===== src/hdl/conv3_pkg.sv =====
// Shared types and constants for the 3x3 replicate-border convolution block.
`timescale 1ns / 1ps

package conv3_pkg;

    localparam int PIX_W      = 16;
    localparam int COEF_W     = 16;
    localparam int ECOEF_W    = COEF_W + 2;
    localparam int PROD_W     = PIX_W + ECOEF_W;
    localparam int CSUM_W     = PROD_W + 2;
    localparam int SUM_W      = CSUM_W + 2;
    localparam int OUT_W      = 35;
    localparam int OUT_BUS_W  = 40;
    localparam int TAPS       = 3;
    localparam int ROW_W      = 16;
    localparam int IWIDTH_W   = 11;
    localparam int CFG_IDX_W  = 3;
    localparam int CFG_DATA_W = 48;
    localparam int OQ_DEPTH   = 8;

    typedef enum logic [CFG_IDX_W-1:0] {
        REG_IMAGE_WIDTH  = 3'd0,
        REG_IMAGE_HEIGHT = 3'd1,
        REG_COEF_TOP     = 3'd2,
        REG_COEF_MID     = 3'd3,
        REG_COEF_BOTTOM  = 3'd4
    } cfg_reg_t;

    typedef logic signed [PIX_W-1:0]   pix_t;
    typedef logic signed [ECOEF_W-1:0] ecoef_t;
    typedef logic signed [PROD_W-1:0]  prod_t;
    typedef logic signed [CSUM_W-1:0]  csum_t;
    typedef logic signed [SUM_W-1:0]   sum_t;
    typedef logic [ROW_W-1:0]          row_t;

    // One window column: samples of the row above, the current row and the row below.
    typedef struct packed {
        pix_t top;
        pix_t mid;
        pix_t bot;
    } col_t;

    // Merged coefficients applied to one window column.
    typedef struct packed {
        ecoef_t top;
        ecoef_t mid;
        ecoef_t bot;
    } ecoef_col_t;

    typedef struct packed {
        logic                     done;
        logic signed [OUT_W-1:0]  value;
    } oq_word_t;

endpackage


===== src/hdl/conv3_cell.sv =====
// One window column cell: holds a column, shifts it on, and forms its three products.
`timescale 1ns / 1ps

module conv3_cell (
    input  logic                   aclk,
    input  logic                   aresetn,
    input  logic                   shift_en,
    input  conv3_pkg::col_t        col_in,
    input  conv3_pkg::ecoef_col_t  coef,
    output conv3_pkg::col_t        col_out,
    output conv3_pkg::csum_t       sum_out
);

    conv3_pkg::col_t  col_reg, col_next;
    conv3_pkg::prod_t prod_top_reg, prod_mid_reg, prod_bot_reg;
    conv3_pkg::csum_t sum_reg;

    always_comb begin
        col_next = shift_en ? col_in : col_reg;
    end

    always_ff @(posedge aclk) begin
        if (!aresetn) begin
            col_reg <= '0;
        end else begin
            col_reg <= col_next;
        end
    end

    // Registered products of the settled column, then the registered column sum.
    always_ff @(posedge aclk) begin
        prod_top_reg <= conv3_pkg::prod_t'(col_reg.top) * conv3_pkg::prod_t'(coef.top);
        prod_mid_reg <= conv3_pkg::prod_t'(col_reg.mid) * conv3_pkg::prod_t'(coef.mid);
        prod_bot_reg <= conv3_pkg::prod_t'(col_reg.bot) * conv3_pkg::prod_t'(coef.bot);
        sum_reg      <= conv3_pkg::csum_t'(prod_top_reg) + conv3_pkg::csum_t'(prod_mid_reg)
                        + conv3_pkg::csum_t'(prod_bot_reg);
    end

    assign col_out = col_reg;
    assign sum_out = sum_reg;

endmodule


===== config.mk =====
export PLATFORM = sky130hd
export DESIGN_NAME = conv3_cell
export DESIGN_NICKNAME = d
export VERILOG_FILES = /design/src/hdl/conv3_pkg.sv /design/src/hdl/conv3_cell.sv
export SDC_FILE = /design/constraint.sdc
export NUM_CORES = 2
export LEC_CHECK = 0
export BUFFER_PORTS_ARGS = -buffer_cell sky130_fd_sc_hd__buf_2
export CORE_MARGIN = 1.5
export CORE_UTILIZATION = 60
export CTS_BUF_LIST = sky130_fd_sc_hd__clkbuf_4 sky130_fd_sc_hd__clkbuf_8
export DETAILED_ROUTE_END_ITERATION = 10
export GPL_ROUTABILITY_DRIVEN = 0
export PLACE_DENSITY = 0.78
export REMOVE_ABC_BUFFERS = 1
export SLEW_MARGIN = 0
export SYNTH_ARGS = -nofsm -noshare
export SYNTH_HDL_FRONTEND = slang
export SYNTH_SLANG_ARGS = --single-unit

===== constraint.sdc =====
create_clock -name aclk -period 8.5 [get_ports aclk]
set_input_delay 0.425 -clock aclk [delete_from_list [all_inputs] [get_ports aclk]]
set_output_delay 0.425 -clock aclk [all_outputs]
set_load 0.05 [all_outputs]

==> results.py <==
metrics = {
    "global_routing": {
        "track_usage_pct": 28.9,
        "antenna_found_initial": 2,
        "grt_max_degree": 49,
        "grt_pass1_vias": 30000,
        "overflow": 0,
        "grt_pass1_wl_microns": 153000,
    },
    "timing": {
        "finalCritPeriodShare_pct": 80.1,
        "skew_ns": 0.0396,
        "drv_slew": 0,
        "hold_viol_final": 0,
        "whs_ns": 0.0829,
        "tightest_slew_ns": 0.956,
        "setup_viol": 0,
        "slew_headroom_pct": 36.2,
        "max_freq_ghz": 0.147,
        "period_needed_ns": 6.81,
        "grt_setup_unrepaired": "no",
        "fin_setup_tns_ns": 0,
    },
    "logic_synthesis": {
        "yosysTopAreaCell": "fa_1",
        "ys_warn_count": 0,
        "synth_flop_cell": "dfxtp_1",
        "synth.most_common_cell": "inv_1",
        "synth_seq_cells": 186,
        "yosys.area.top_type_share_pct": 46.0,
        "synth_area_leaders": "fa_1, dfxtp_1, ha_1",
        "synth_commonest_cells": "inv_1, fa_1, nand2_1",
        "avgSynthCellArea_sq_um": 9.45,
        "synth_seq_area_share_pct": 9.45,
        "yosysUniqueCellTypes": 77,
        "synth-edff-count": 0,
        "synthesis.area_sq_um": 39400,
        "synthArstFlopShare_pct": 0,
        "syn-instance-count": 4169,
    },
    "layout": {
        "fill_cells": 5319,
        "synthToLayoutAreaGrowth_pct": 4.88,
        "finalCoreUtilization_pct": 63.9,
        "final_nets": 5534,
        "largest_register_ffs": 48,
        "antennaDiodeCount": 0,
        "drive_above_1_share_pct": 5.84,
    },
    "detailed_routing": {
        "via_per_inst": 5.47,
        "ant_nets": 0,
        "routed_wl_microns": 91100,
        "drt_iter0_markers": 1716,
        "routedWlPerCell_microns": 17.9,
        "dr.pass1.iters": 5,
        "vias": 27900,
        "drc": 0,
    },
    "clocking": {
        "clock_path_buffers": 2,
        "cts_setup_buffers": 0,
        "cts_resized": 0,
        "cts_tree": "yes",
        "cts_buffers": 17,
        "postCtsHoldBufs": 0,
        "cts.reportedPaths.clkPinSlew_ns": 0.14,
        "clock_insertion_delay_worst_skew_ns": 0.59,
        "cts.htree.levels": 4,
        "root_buffer": "clkbuf_8",
        "cts_sinks": 186,
    },
    "setup_path": {
        "crit_path_end_kind": "flop",
        "path_delay_family": "adder cells",
        "cp-start-kind": "flop",
        "crit_chain": "clkinv_1 -> nor2_1 -> fa_1 -> fa_1 -> fa_1 -> fa_1 -> fa_1 -> inv_1 -> fa_1 -> inv_1 -> ha_1 -> nand4_1 -> or4_1 -> a211o_1 -> o31a_1 -> a21oi_1 -> a221o_1 -> a21oi_1 -> xnor2_1",
        "path_class": "flop to flop",
        "arrival_ns": 7.27,
        "cp.buffers_inverters": 3,
        "cp_data_required_time_ns": 8.95,
        "cp_common_cell": "fa_1",
        "crit_fanout": 12,
        "critPathMaxStageDelay_ns": 0.73,
        "critPathSlowestCell": "dfxtp_1",
    },
    "floorplanning": {
        "die_w_microns": 259,
        "rows": 93,
        "design.core.area_sq_um": 64700,
        "start_util_pct": 60.9,
        "die_area_sq_um": 67200,
        "ios": 189,
        "die_y_microns": 259,
    },
    "pwr": {
        "peakVddDrop_v": 0.000297,
        "p_leak_nw": 21.1,
        "power_density_nw_per_um2": 315,
    },
    "placed_design": {
        "io_buffer_count": 188,
        "hpwl_microns": 74200,
    },
    "outcome": {
        "status": "finished, final reports clean",
    },
    "flow_run": {
        "cap_violations": 0,
    },
    "worst_hold_path": {
        "min_path_type": "input pin to flop",
    },
}
logic make-up (layout without fill, tap and decap cells):
kind of cell	count (synthesis)	after routing	synth area share (%)
flops	186	186	9.45
fa+ha+maj	1197	1197	55.2
buf+inv	1112	1188	10.6
xor+xnor	130	130	2.89
compound gates	342	342	5.95
mux	49	49	1.24
simple gates	1153	1153	14.6
placed cells by master, fill, tap and decap left out, types with 9 or more instances in the layout:
cell	count
inv_1	962
fa_1	905
nand2_1	467
and2_1	397
ha_1	292
buf_2	187
dfxtp_1	186
xnor2_1	106
a21oi_1	100
nor2_1	94
nor2b_1	64
a21o_1	51
mux2i_1	49
o21ai_0	42
nand2b_1	29
nor3_1	27
nand3_1	24
xor2_1	24
o21bai_1	22
clkbuf_8	17
a211oi_1	15
o21a_1	14
nand4_1	13
o211ai_1	12
o21ai_1	10
and3_1	9
clkinv_8	9
report_power, final:
group          internal (W)  switching (W)
clock network      0.000227       0.000420
logic               0.00433        0.00639
registers           0.00135       0.000303
total               0.00590        0.00711
tightest hold or removal path, stage by stage:
cell and delay [ns]:
buf_2 0.07, mux2i_1 0.05, nor2b_1 0.09
final cells by class:
| cell class | count | area [sq um] | share of cell area, % |
|---|---|---|---|
| Clock inverter | 15 | 200 | 0.484 |
| Multi-Input combinational cell | 2871 | 31500 | 76.2 |
| Clock buffer | 17 | 234 | 0.566 |
| Inverter | 963 | 3610 | 8.74 |
| Sequential cell | 186 | 3720 | 9.01 |
| Tap cell | 855 | 1070 | 2.59 |
| Timing Repair Buffer | 193 | 981 | 2.37 |
stage by stage:
stage	cell area, sq um	cells	setup slack (ns)	total power [W]
final	41300	5100	1.69	0.0130
after global routing	41300	5100	1.37	0.0144
after CTS	41300	5100	1.78	0.0130
after detailed placement	40900	5068	1.83	0.0123
after global placement	40900	5068	1.91	0.0121
after floorplan	38900	4020	2.19	0.00951
layer usage:
metal	share of wire, %	wire length, microns	vias to the layer above	global-route usage (%)
met5	0	0	-	0
met4	3.3	2970	0	9.61
met3	7.3	6630	168	5.28
met2	48	43600	1019	47.3
met1	42	38000	14200	39.2
li1	-	-	12500	-
worst paths after layout:
kind                       to   startpoint  slack [ns]  depth (start not counted)
max          prod_top_reg[33]  col_out[47]        1.69                         19
min               col_out[45]   col_in[45]        0.08                          3
max reg2reg  prod_top_reg[33]  col_out[47]        1.69                         19
min reg2reg       col_out[45]  col_out[45]        0.54                          2
No activity file was read; power rests on OpenSTA's default activity.
