### config.mk
export PLATFORM = sky130hd
export DESIGN_NAME = conv3_oq
export DESIGN_NICKNAME = d
export VERILOG_FILES = /design/src/hdl/conv3_pkg.sv /design/src/hdl/conv3_oq.sv
export SDC_FILE = /design/constraint.sdc
export NUM_CORES = 1
export LEC_CHECK = 0
export CAP_MARGIN = 20
export CELL_PAD_IN_SITES_DETAIL_PLACEMENT = 0
export CELL_PAD_IN_SITES_GLOBAL_PLACEMENT = 1
export CORE_ASPECT_RATIO = 0.6
export CORE_UTILIZATION = 56
export DETAILED_ROUTE_END_ITERATION = 12
export DONT_BUFFER_PORTS = 1
export PLACE_DENSITY_LB_ADDON = 0.1
export SLEW_MARGIN = 5
export SYNTH_ARGS = -nofsm -noshare
export SYNTH_HDL_FRONTEND = slang
export SYNTH_SLANG_ARGS = --single-unit
### constraint.sdc
create_clock -name aclk -period 4 [get_ports aclk]
set_clock_uncertainty 0.15 [all_clocks]
set_input_delay 0.4 -clock aclk [delete_from_list [all_inputs] [get_ports aclk]]
set_output_delay 0.4 -clock aclk [all_outputs]
set_load 0.01 [all_outputs]
### src/hdl/conv3_pkg.sv
// Shared types and constants for the 3x3 replicate-border convolution block.
`timescale 1ns / 1ps

package conv3_pkg;

    localparam int PIX_W      = 16;
    localparam int COEF_W     = 16;
    localparam int ECOEF_W    = COEF_W + 2;
    localparam int PROD_W     = PIX_W + ECOEF_W;
    localparam int CSUM_W     = PROD_W + 2;
    localparam int SUM_W      = CSUM_W + 2;
    localparam int OUT_W      = 35;
    localparam int OUT_BUS_W  = 40;
    localparam int TAPS       = 3;
    localparam int ROW_W      = 16;
    localparam int IWIDTH_W   = 11;
    localparam int CFG_IDX_W  = 3;
    localparam int CFG_DATA_W = 48;
    localparam int OQ_DEPTH   = 8;

    typedef enum logic [CFG_IDX_W-1:0] {
        REG_IMAGE_WIDTH  = 3'd0,
        REG_IMAGE_HEIGHT = 3'd1,
        REG_COEF_TOP     = 3'd2,
        REG_COEF_MID     = 3'd3,
        REG_COEF_BOTTOM  = 3'd4
    } cfg_reg_t;

    typedef logic signed [PIX_W-1:0]   pix_t;
    typedef logic signed [ECOEF_W-1:0] ecoef_t;
    typedef logic signed [PROD_W-1:0]  prod_t;
    typedef logic signed [CSUM_W-1:0]  csum_t;
    typedef logic signed [SUM_W-1:0]   sum_t;
    typedef logic [ROW_W-1:0]          row_t;

    // One window column: samples of the row above, the current row and the row below.
    typedef struct packed {
        pix_t top;
        pix_t mid;
        pix_t bot;
    } col_t;

    // Merged coefficients applied to one window column.
    typedef struct packed {
        ecoef_t top;
        ecoef_t mid;
        ecoef_t bot;
    } ecoef_col_t;

    typedef struct packed {
        logic                     done;
        logic signed [OUT_W-1:0]  value;
    } oq_word_t;

endpackage

### src/hdl/conv3_oq.sv
// Result queue between the arithmetic pipeline and the master port.
`timescale 1ns / 1ps

module conv3_oq (
    input  logic                  aclk,
    input  logic                  aresetn,
    input  logic                  push,
    input  conv3_pkg::oq_word_t   push_word,
    output logic                  word_valid,
    input  logic                  pop,
    output conv3_pkg::oq_word_t   head_word
);

    localparam int PW = $clog2(conv3_pkg::OQ_DEPTH);
    localparam int NW = $clog2(conv3_pkg::OQ_DEPTH + 1);

    conv3_pkg::oq_word_t slot_reg [conv3_pkg::OQ_DEPTH];
    logic [PW-1:0] wr_ptr_reg, wr_ptr_next;
    logic [PW-1:0] rd_ptr_reg, rd_ptr_next;
    logic [NW-1:0] count_reg, count_next;
    logic          do_pop;

    assign word_valid = (count_reg != '0);
    assign do_pop     = pop && word_valid;
    assign head_word  = slot_reg[rd_ptr_reg];

    always_comb begin
        wr_ptr_next = push ? wr_ptr_reg + PW'(1) : wr_ptr_reg;
        rd_ptr_next = do_pop ? rd_ptr_reg + PW'(1) : rd_ptr_reg;
        case ({push, do_pop})
            2'b10:   count_next = count_reg + NW'(1);
            2'b01:   count_next = count_reg - NW'(1);
            default: count_next = count_reg;
        endcase
    end

    always_ff @(posedge aclk) begin
        if (!aresetn) begin
            wr_ptr_reg <= '0;
            rd_ptr_reg <= '0;
            count_reg  <= '0;
        end else begin
            wr_ptr_reg <= wr_ptr_next;
            rd_ptr_reg <= rd_ptr_next;
            count_reg  <= count_next;
        end
    end

    always_ff @(posedge aclk) begin
        if (push) begin
            slot_reg[wr_ptr_reg] <= push_word;
        end
    end

endmodule

==> results by stage <==
Synthesis:
- The basic-gate share of the synthesized area counting and, or, nand and nor cells is 0.0151.
- Yosys printed 0 warnings.
- The sequential-to-total area share from yosys stat is 0.759.
- Of the total synthesized cell area, the portion taken by full adders, half adders and majority gates is 0.00533.
- In this run, distinct cell masters in the synthesized netlist total 29.
- The multiplexer fraction of the synthesized cell area is 0.199.
- The number of register bits inferred by synthesis is 301.
- Counting every instance in the synthesized netlist gives 488.
- The most used flip-flop cell after synthesis is sky130_fd_sc_hd__edfxtp_1.
- By count the netlist is led by 288 x sky130_fd_sc_hd__edfxtp_1, 72 x sky130_fd_sc_hd__mux4_1, 37 x sky130_fd_sc_hd__mux2_2, 13 x sky130_fd_sc_hd__dfxtp_1, 9 x sky130_fd_sc_hd__buf_1.
- The proportion of netlist area held by the largest area contributor is 0.736.
- The share of flip-flops with an asynchronous set or reset after synthesis is 0.
- Yosys attributes the largest share of cell area to sky130_fd_sc_hd__edfxtp_1 74%, sky130_fd_sc_hd__mux4_1 16%, sky130_fd_sc_hd__mux2_2 3.5%.
- Of the total synthesized cell area, the portion taken by XOR and XNOR cells is 0.00522.
- The dominant cell type by area after synthesis is sky130_fd_sc_hd__edfxtp_1.
- The number of nets in the synthesized netlist is 533.
- The main combinational cell family by area after synthesis is multiplexers.
- The most numerous cell in the Yosys netlist is sky130_fd_sc_hd__edfxtp_1.
- The post-synthesis area per instance is 24.1 µm².
- The synthesized netlist occupies a cell area of 11700 µm².
- The compound-cell area share of the yosys netlist is 0.00362.
- The number of enable-type register cells in the synthesized netlist is 288.

CTS:
- The cell at the root of the clock tree is sky130_fd_sc_hd__clkbuf_16.
- The number of clock sinks seen by CTS is 301.
- Clock latency on the worst-skew pair, taken at its later pin, is 0.52 ns.
- For this design, the CTS-stage hold fixing added 40 buffers.
- The number of setup buffers added after CTS is 0.
- The count of instances resized after the clock tree is built is 0.
- Clock-pin slew was measured on the worst setup and hold paths at 0.06 ns.
- In this run the number of H-tree levels came out at 1.
- The number of buffers created by CTS is 27.
- The maximum root-to-sink buffer count is 3.
- TritonCTS built the clock tree.

Worst setup path:
- The maximum fanout along the worst path is 36.
- The category of the critical setup timing path is reg -> out.
- The kind of capture point of the worst setup path is an output port.
- Counting cells, the worst reg-to-reg path comes to 10.
- STA puts the critical path data required time at 3.45 ns.
- The data arrival time of the critical path is 2.70 ns.
- The worst setup path is launched from a flop.

Global routing:
- The via count of the first global-routing pass came to 5315.
- Global routing finished with a remaining overflow of 0.
- The combined global-route utilization of all metal layers is 0.203.
- The global-route wire length before repair is 32000 µm.
- The initial antenna violation count was 0.
- The maximum number of pins on one net before global-route repair is 73.

Detailed routing:
- After detailed routing, the number of remaining DRC violations is 0.
- The count of TritonRoute iterations in the first routing pass is 4.
- The count of nets left with antenna violations once routing finished came out at 0.
- The final routed wire length divided by cell count is 25.2 µm.
- Wires add up to 21200 µm.
- The average vias per placed instance is 5.97.
- The detailed router's first-iteration violation count is 455.
- For this block, the via count after detailed routing is 5035.

Final layout:
- 0 antenna diodes ended up in the layout.
- In the final layout, the share of cells above drive strength 1 is 0.174.
- The multi-input combinational cells in the finished layout cover a total of 2740 µm².
- The final-layout fill cell count is 1318.
- The filler-free cell count of the finished design is 843.
- Compared with the post-synthesis result, the final layout area differs by 13.6%.
- The final net count is 595.
- The storage element area is 8910 µm².
- The flip-flop count of the largest register after layout is 288.

Floorplan:
- For this design the top-level I/O count stands at 77.
- The initial cell density of the core is 0.579.
- The die area is 21600 µm².
- The core region is 20300 µm².
- Row generation in the floorplan step produced 40 rows.
- The y dimension of the die is 114 µm.
- The chip width is 189 µm.

Power:
- Of the total power, the share spent switching nets is 0.235.
- The combinational share of power is 0.152.
- Cell internal power was estimated by the tool at 5510 µW.
- In this run the static leakage power is 0.00429 µW.
- The total power per unit cell area is 541 nW/µm².
- The part of the total power dissipated in sequential elements is 0.511.
- The net switching power of the design is 1700 µW.
- The worst IR drop on VDD is 0.392 mV.
- The proportion of power drawn by the clock network is 0.337.

Run:
- Max-cap violations in this run came to 0.

Placed design:
- The global placement routability congestion is 0.715.
- OpenSTA, run right after detailed placement, puts the worst setup slack at 1.25 ns.
- Buffers placed on the I/O ports in this run total 0.
- The detailed-placement wirelength estimate is 11400 µm.
- In this run, placement finished with an instance count of 754.

Timing:
- Setup repair after global routing left no endpoint under its margin.
- In the finished design, the share of the clock period the worst path needs comes to 0.813.
- Summed over all failing endpoints, the final setup total negative slack is 0 ns.
- The worst path setup slack after routing is 0.747 ns.
- The final count of pins violating max slew is 0.
- Subtracting the final worst setup slack from the clock period gives 3.25 ns.
- The worst relative slew slack is 0.368.
- The number of hold violations in the final report came to 0.
- The pin slew with the least headroom to its limit is 0.948 ns.
- Derived from the worst setup path, the maximum achievable clock frequency is 307 MHz.
- The count of endpoints failing setup in the final report is 0.

Status:
- The run finished with clean final reports.

Worst hold path:
- The path type of the worst min-delay path is in -> reg.
- The number of instances on the worst hold path is 3.
==> power groups by stage <==
stage,Clock (µW),Sequential [µW],Combinational (µW)
6_report,2430,3680,1100
5_1_grt,2600,3700,1180
4_1_cts,2460,3680,1120
3_5_place_dp,0,3750,1040
3_3_place_gp,0,3750,1030
2_1_floorplan,0,3660,954
==> placed cells by master (no fill, tap or decap), drive strengths merged, types with 7 or more instances in the layout <==
| master | n |
|---|---|
| buf | 15 |
| clkbuf | 33 |
| clkinv | 12 |
| dfxtp | 13 |
| dlygate4sd3 | 40 |
| edfxtp | 288 |
| mux2 | 37 |
| mux4 | 72 |
| nand2 | 7 |
==> routing by layer <==
layer  share of wire  track usage  vias to the layer above  routed length, µm
met5               0            0                        -                  0
met4           0.020       0.0516                        0                417
met3           0.051       0.0352                       31               1090
met2            0.47        0.331                      128              10000
met1            0.46        0.292                     2628               9690
li1                -            -                     2248                  -
==> stage by stage <==
stage	area (µm²)	total power [µW]	hold WS, ns	utilization
4_1_cts	13300	7260	0.0237	0.658
6_report	13300	7210	0.0414	0.658
5_1_grt	13300	7470	0.0402	0.658
3_3_place_gp	12100	4780	0.311	0.598
3_5_place_dp	12100	4800	0.319	0.598
2_1_floorplan	11700	4620	0.292	-
==> final cells by class <==
class / instances / area share
clock buffer: 33 / 0.0523
clock inverter: 16 / 0.00938
inverter: 2 / 0.000563
multi-input combinational: 163 / 0.205
sequential: 301 / 0.668
tap: 273 / 0.0256
timing repair buffer: 55 / 0.0385
==> worst max-delay path, stage by stage, from the launching register on <==
cell,delay (ns)
sky130_fd_sc_hd__dfxtp_4,0.76
sky130_fd_sc_hd__buf_4,0.46
sky130_fd_sc_hd__mux4_1,0.61
sky130_fd_sc_hd__mux2_2,0.32
==> path summary, 6_finish.rpt <==
path	startpoint	end	slack (ns)
setup / recovery	flop	head_word[35]	0.75
setup reg to reg	count_reg[1]	count_reg[2]	1.31
hold / removal	push	wr_ptr_reg[2]	0.04
hold reg to reg	count_reg[3]	count_reg[3]	0.33
==> cells by family after synthesis <==
group	count (synthesis)
xor+xnor	7
flops	301
fa+ha+maj	5
buf+inv	24
simple gates	33
mux	112
compound gates	6
(Power assumes the default switching activity.)
